--- config.mk ---
export PLATFORM = sky130hd
export DESIGN_NAME = indexed_block_allocator_core
export DESIGN_NICKNAME = d
export VERILOG_FILES = /design/src/hw/rtl/iba_pkg.sv /design/src/hw/rtl/indexed_block_allocator_core.sv
export VERILOG_INCLUDE_DIRS = /design/src /design/src/hw/rtl
export SDC_FILE = /design/constraint.sdc
export NUM_CORES = 1
export LEC_CHECK = 0
export ABC_AREA = 1
export BUFFER_PORTS_ARGS = -buffer_cell sky130_fd_sc_hd__buf_2
export CORE_MARGIN = 2
export CORE_UTILIZATION = 30
export CTS_BUF_LIST = sky130_fd_sc_hd__clkbuf_16
export CTS_CLUSTER_SIZE = 28
export DETAILED_ROUTE_END_ITERATION = 8
export PLACE_DENSITY = 0.46
export SLEW_MARGIN = 20
export SYNTH_ARGS = -nofsm -noshare
export SYNTH_HDL_FRONTEND = slang
export SYNTH_SLANG_ARGS = --single-unit
--- constraint.sdc ---
create_clock -name clk -period 11.9 [get_ports clk]
set_input_delay 1.19 -clock clk [delete_from_list [all_inputs] [get_ports clk]]
set_output_delay 1.19 -clock clk [all_outputs]
set_load 0.005 [all_outputs]
--- src/hw/rtl/assert_macros.svh ---
// Assertion macros shared by the RTL.
`ifndef ASSERT_MACROS_SVH
`define ASSERT_MACROS_SVH
`ifndef SYNTHESIS
`define IBA_ASSERT(lbl, clk_s, rstn_s, prop, msg) \
	lbl: assert property (@(posedge clk_s) disable iff (!rstn_s) prop) else $error(msg);
`define IBA_ASSERT_NR(lbl, clk_s, prop, msg) \
	lbl: assert property (@(posedge clk_s) prop) else $error(msg);
`else
`define IBA_ASSERT(lbl, clk_s, rstn_s, prop, msg)
`define IBA_ASSERT_NR(lbl, clk_s, prop, msg)
`endif
`endif

--- src/hw/rtl/iba_pkg.sv ---
// Types and codes for the indexed block allocator.
package iba_pkg;

	typedef enum logic [3:0] {
		S_CLEAR = 4'b0001,
		S_IDLE  = 4'b0010,
		S_CHECK = 4'b0100,
		S_SCAN  = 4'b1000
	} iba_state_t;

	localparam logic [1:0] STAT_OK   = 2'd0;
	localparam logic [1:0] STAT_USED = 2'd1;
	localparam logic [1:0] STAT_FULL = 2'd2;

	typedef struct packed {
		logic [1:0] status;
		logic [7:0] block_number;
		logic [1:0] index_block;
		logic [4:0] slot;
		logic       last;
	} iba_result_t;

endpackage

--- src/hw/rtl/indexed_block_allocator_core.sv ---
// Indexed block allocator: used-block map in one synchronous RAM, scanned one block per cycle
// while the result output is not stalled. After reset a clearing pass writes every map entry
// free; no request is taken then. A request is taken only in idle; its start block is read at
// acceptance and its first result is registered from the check state. Each scan step checks one
// block (one RAM read port); the next request is taken only once the block is back in idle.
// A rejection gives one result from the check state; a start past the disk end at acceptance.
`include "assert_macros.svh"

module indexed_block_allocator_core
	import iba_pkg::*;
#(
	parameter int NUM_BLOCKS        = 256,
	parameter int ENTRIES_PER_INDEX = 20,
	parameter int MAX_LENGTH        = 64
) (
	input  logic       clk,
	input  logic       arst_n,
	input  logic       req_valid,
	output logic       req_stall,
	input  logic [7:0] start_block,
	input  logic [6:0] file_length,
	output logic       res_valid,
	input  logic       res_stall,
	output logic [1:0] status,
	output logic [7:0] block_number,
	output logic [1:0] index_block,
	output logic [4:0] slot,
	output logic       last
);

	localparam int AW = (NUM_BLOCKS > 1) ? $clog2(NUM_BLOCKS) : 1;
	localparam int CW = $clog2(NUM_BLOCKS + 1);

	iba_state_t state_q, state_d;

	logic          used_mem [NUM_BLOCKS];
	logic          map_rd_q;
	logic          rd_en;
	logic [AW-1:0] rd_addr;
	logic          wr_en;
	logic [AW-1:0] wr_addr;
	logic          wr_data;

	logic [AW-1:0] clr_q;
	logic [CW-1:0] chk_q, chk_d;
	logic [6:0]    len_q, len_d;
	logic [6:0]    pos_q, pos_d;
	logic [7:0]    slot_q, slot_d;
	logic [6:0]    idx_q, idx_d;
	logic [7:0]    start_q;

	logic          res_valid_q;
	iba_result_t   res_q, res_d;
	logic          emit;
	logic          out_free;
	logic [6:0]    len_min1;
	logic [CW-1:0] chk_next;
	logic          next_in_range;
	logic          pos_is_last;

	assign out_free = !res_valid_q || !res_stall;
	assign req_stall = !((state_q == S_IDLE) && out_free);

	assign len_min1 = (file_length == 7'd0) ? 7'd1 : file_length;
	assign chk_next = chk_q + CW'(1);
	assign next_in_range = (32'(chk_next) < 32'(NUM_BLOCKS));
	assign pos_is_last = ((pos_q + 7'd1) == len_q);

	always_ff @(posedge clk) begin
		if (wr_en) begin
			used_mem[wr_addr] <= wr_data;
		end
		if (rd_en) begin
			map_rd_q <= used_mem[rd_addr];
		end
	end

	always_comb begin
		state_d = state_q;
		chk_d   = chk_q;
		len_d   = len_q;
		pos_d   = pos_q;
		slot_d  = slot_q;
		idx_d   = idx_q;
		rd_en   = 1'b0;
		rd_addr = AW'(chk_next);
		wr_en   = 1'b0;
		wr_addr = AW'(chk_q);
		wr_data = 1'b1;
		emit    = 1'b0;
		res_d   = '{status: STAT_OK, block_number: 8'(chk_q), index_block: 2'(idx_q),
			slot: 5'(slot_q), last: pos_is_last};
		unique case (state_q)
			S_CLEAR: begin
				wr_en   = 1'b1;
				wr_addr = clr_q;
				wr_data = 1'b0;
				if (clr_q == AW'(NUM_BLOCKS - 1)) begin
					state_d = S_IDLE;
				end
			end
			S_IDLE: begin
				if (req_valid && out_free) begin
					len_d  = (32'(len_min1) > 32'(MAX_LENGTH)) ? 7'(MAX_LENGTH) : len_min1;
					pos_d  = 7'd0;
					slot_d = 8'd0;
					idx_d  = 7'd0;
					chk_d  = CW'(start_block);
					if (32'(start_block) >= 32'(NUM_BLOCKS)) begin
						emit  = 1'b1;
						res_d = '{status: STAT_FULL, block_number: 8'd0, index_block: 2'd0,
							slot: 5'd0, last: 1'b1};
					end else begin
						rd_en   = 1'b1;
						rd_addr = AW'(start_block);
						state_d = S_CHECK;
					end
				end
			end
			S_CHECK, S_SCAN: begin
				if (state_q == S_SCAN && !(32'(chk_q) < 32'(NUM_BLOCKS))) begin
					// scan ran off the disk end
					if (out_free) begin
						emit    = 1'b1;
						res_d   = '{status: STAT_FULL, block_number: 8'd0, index_block: 2'd0,
							slot: 5'd0, last: 1'b1};
						state_d = S_IDLE;
					end
				end else if (map_rd_q) begin
					if (state_q == S_CHECK) begin
						if (out_free) begin
							emit    = 1'b1;
							res_d   = '{status: STAT_USED, block_number: start_q,
								index_block: 2'd0, slot: 5'd0, last: 1'b1};
							state_d = S_IDLE;
						end
					end else begin
						// skip a used block, look at the next one
						rd_en = next_in_range;
						chk_d = chk_next;
					end
				end else if (out_free) begin
					wr_en = 1'b1;
					emit  = 1'b1;
					if (pos_is_last) begin
						state_d = S_IDLE;
					end else begin
						rd_en   = next_in_range;
						chk_d   = chk_next;
						pos_d   = pos_q + 7'd1;
						state_d = S_SCAN;
						if (slot_q == 8'(ENTRIES_PER_INDEX - 1)) begin
							slot_d = 8'd0;
							idx_d  = idx_q + 7'd1;
						end else begin
							slot_d = slot_q + 8'd1;
						end
					end
				end
			end
			default: begin
				state_d = S_CLEAR;
			end
		endcase
	end

	always_ff @(posedge clk or negedge arst_n) begin
		if (!arst_n) begin
			state_q     <= S_CLEAR;
			clr_q       <= '0;
			res_valid_q <= 1'b0;
		end else begin
			state_q <= state_d;
			if (state_q == S_CLEAR) begin
				clr_q <= clr_q + AW'(1);
			end
			if (emit) begin
				res_valid_q <= 1'b1;
			end else if (!res_stall) begin
				res_valid_q <= 1'b0;
			end
		end
	end

	always_ff @(posedge clk) begin
		chk_q  <= chk_d;
		len_q  <= len_d;
		pos_q  <= pos_d;
		slot_q <= slot_d;
		idx_q  <= idx_d;
		if (state_q == S_IDLE) begin
			start_q <= start_block;
		end
		if (emit) begin
			res_q <= res_d;
		end
	end

	assign res_valid    = res_valid_q;
	assign status       = res_q.status;
	assign block_number = res_q.block_number;
	assign index_block  = res_q.index_block;
	assign slot         = res_q.slot;
	assign last         = res_q.last;

	`IBA_ASSERT(a_mark_only_free, clk, arst_n, (wr_en && wr_data) |-> !map_rd_q, "marking a used block")
	`IBA_ASSERT(a_pos_in_len, clk, arst_n, (state_q == S_SCAN) |-> (pos_q < len_q), "position past length")
	`IBA_ASSERT(a_err_is_last, clk, arst_n, (res_valid && status != STAT_OK) |-> last, "error result not last")
	`IBA_ASSERT(a_no_emit_on_stall, clk, arst_n, (res_valid_q && res_stall) |-> !emit, "result overwritten while stalled")

endmodule

==> metrics.md <==
| Metric | Value |
|---|---|
| Relative slew slack | 25.1% |
| NumNets Final | between 1,500 and 2,000 |
| Cell Count, Final, Fillers Out | 2,492 |
| DRC violations left | 0 |
| Horiz. Die Dim | about 240 um |
| Initial antenna violation count | 0 |
| Area of the die | 0.0553 mm2 |
| Setup Buffers After CTS | 0 |
| Worst-margin pin slew | around 1100 ps |
| Vias in the first global route | ~12,000 |
| Most frequent cell after synthesis | nand2_1 |
| RSZ-0062 raised after global routing | no |
| Synth Flop Type | edfxtp_1 |
| CTS resizes | 0 |
| Fmax | 240 MHz |
| Crit Path Category | input port to flop |
| DR WL/cell | 18.4 um |
| Die Height | 235 um |
| Std-Cell Rows | 84 |
| GRT Util Overall | between 10% and 20% |
| Drt first-iter violations | roughly 980 |
| Via-to-Cell Ratio | roughly 4.8 |
| Core Region | 0.0528 mm2 |
| FFs w/ async S/R, synth | ~4.0% |
| Clk buf depth | 3 |
| Netlist cell types | 38 |
| DR vias | 11,900 |
| Status | completed |
| Drt pass-1 iters | 5 |
| DP Cell Count | 2,419 |
| Pins Over Slew Limit | 0 |
| Maxcap violations | 0 |
| IO buf count | 38 |
| Worst-path fanout max | 80 |
| Critical path required time | roughly 12,000 ps |
| Post-synth top cells | 372 x nand2_1, 316 x edfxtp_1, 315 x nor2_1, 256 x inv_1, 247 x nand3_1 |
| CTS Buf Count | 41 |
| P_leak | 7.18 nW |
| EDFF count, synth | 316 |
| Synth top area share | 59.1% |
| Yosys warning total | 0 |
| Post-Route Setup TNS | 0 ps |
| Num ports | 39 |
| Critical path startpoint category | input port |
| Setup Skew | 31.3 ps |
| Area leader, netlist | edfxtp_1 |
| First-pass GRT wire length | 70,500 um |
| Synth Area per Inst | around 9.1 um2 |
| RePlAce Congestion | around 0.78 |
| CP endpoint kind | flop |
| Syn Std Cell Area | roughly 0.016 mm2 |
| Clock Latency Late Sink | between 500 and 600 ps |
| Final period utilization | 35.1% |
| Largest net degree at the start of global routing | 105 |
| CTS tree | built |
| Htree depth | 2 |
| Fill cells | roughly 5,500 |
| Gr ovfl total | 0 |
| Hold/Removal Path Class | input port to asynchronous set/reset pin |
| Root buf cell | clkbuf_16 |
| Routed Antenna Nets | 0 |
| Top cells by area, synth | edfxtp_1 59%, nand2_1 8.7%, nand3_1 7.7% |
| Minimum clock period | roughly 4200 ps |
| # setup viols final | 0 |
| IR Drop Worst-Case VDD | 0.0000892 V |
| WP data arrival | 4480 ps |
| Mapped Cells | 1,763 |
| Clock Pin Slew Worst Setup and Hold Paths | 60 ps |
| Hpwl dp | 25,800 um |
| Syn_nets | between 1,500 and 2,000 |
| Hold-fix buffers, CTS | 0 |
| Final hold vios | 0 |
| Sequential share of the synthesized area | 61.2% |
| Routed wire length | 45,700 um |
| PwrDens | between 100 and 150 mW/mm2 |
| Clk sinks | 329 |
| Initial Utilization | 30.4% |
| ANT cells | 0 |
| Area growth syn-to-layout | 12.8% |
| Share of cells above drive strength 1 | 8.26% |
| Flop and latch count out of synthesis | 329 |
-- power by group --
part | leakage, nW | internal, mW | switching [mW]
Combinational | 3.05 | 0.00328 | 0.00562
Clock | 0.637 | 0.688 | 0.495
Sequential | 3.49 | 1.25 | 0.0000000000000000106
Total | 7.18 | 1.94 | 0.500
-- path summary, 6_finish.rpt --
| kind | from | endpoint | slack [ps] | cells past startpoint |
|---|---|---|---|---|
| max | res_stall | map_rd_q$_DFFE_PP_ | 7720 | 14 |
| min | arst_n | clr_q[6]$_DFFE_PN0P_ | 500 | 1 |
| max reg2reg | state_q[0]$_DFFE_PN1P_ | map_rd_q$_DFFE_PP_ | 7940 | 15 |
| min reg2reg | clr_q[1]$_DFFE_PN0P_ | clr_q[1]$_DFFE_PN0P_ | 520 | 2 |
| max in group asynchronous | arst_n | state_q[0]$_DFFE_PN1P_ | 11110 | 1 |
| min in group clk | clr_q[1]$_DFFE_PN0P_ | clr_q[1]$_DFFE_PN0P_ | 520 | 2 |
-- cells in the final DEF (no fill, tap or decap), types with 6 or more instances in the layout --
master,instances
buf_2,38
o21ai_0,44
dfrtp_1,12
xor2_1,14
xnor2_1,6
nand3_1,246
a21oi_1,11
edfxtp_1,316
nand2_2,20
nand2_1,372
inv_1,263
clkinv_1,16
nor2_1,315
o211ai_1,6
clkbuf_16,41
nor3_1,10
buf_4,16
-- sequential cells by signal (all words and copies together) (netlist names) --
name / count
index_block: 2
status: 2
chk_q: 9
state_q: 4
last: 1
pos_q: 7
clr_q: 8
slot: 5
res_valid: 1
start_q: 8
len_q: 7
idx_q: 2
map_rd_q: 1
used_mem: 256
slot_q: 8
block_number: 8
-- critical path: stages --
cell and delay, ps:
buf_2 110, a21oi_1 480, nand3_2 310, nand2_4 520, buf_4 840, nand2_1 110
nand3_1 160, nand3_1 100, nand3_1 130, nand3_1 100, nand3_1 160, nand3_1 80
nand3_1 100, nand2_1 50
-- through the flow --
| step | util, % | hold slack [ps] | cell area (um2) | power (mW) | setup slack (ps) |
|---|---|---|---|---|---|
| after floorplan | - | 482 | 16000 | 1.28 | 8000 |
| after global placement | 31.9 | 507 | 16800 | 1.28 | 6610 |
| after detailed placement | 31.9 | 509 | 16800 | 1.28 | 7130 |
| after CTS | 34.3 | 489 | 18100 | 2.47 | 7720 |
| after global routing | 34.3 | 508 | 18100 | 2.52 | 7450 |
| final | 34.3 | 503 | 18100 | 2.44 | 7720 |
-- kinds of logic after synthesis --
group	count (synthesis)	share of synthesized area, %
AND/OR/NAND/NOR	987	26.1
AO/OA/AOI/OAI	77	2.72
flip-flops	329	61.2
adder cells (fa/ha/maj)	4	0.312
XOR/XNOR	20	1.09
buffers and inverters	346	8.63
-- metal layers --
layer	up-vias	GRT usage (%)	wire, um	part of all wire [%]
li1	5715	-	-	-
met1	5785	22.5	20700	45
met2	308	27.1	21100	46
met3	79	2.69	2450	5.4
met4	0	5.69	1470	3.2
met5	-	0	0	0
-- final cells by class --
type	count	area [um2]	share of cell area [%]
clock buffers	41	1030	5.67
multi-input cells	1088	4880	27.0
well taps	688	861	4.76
inverters	260	981	5.42
repair buffers	54	310	1.71
flip-flops and latches	329	9820	54.2
clock inverters	32	219	1.21
No activity file was read; power rests on OpenSTA's default activity.
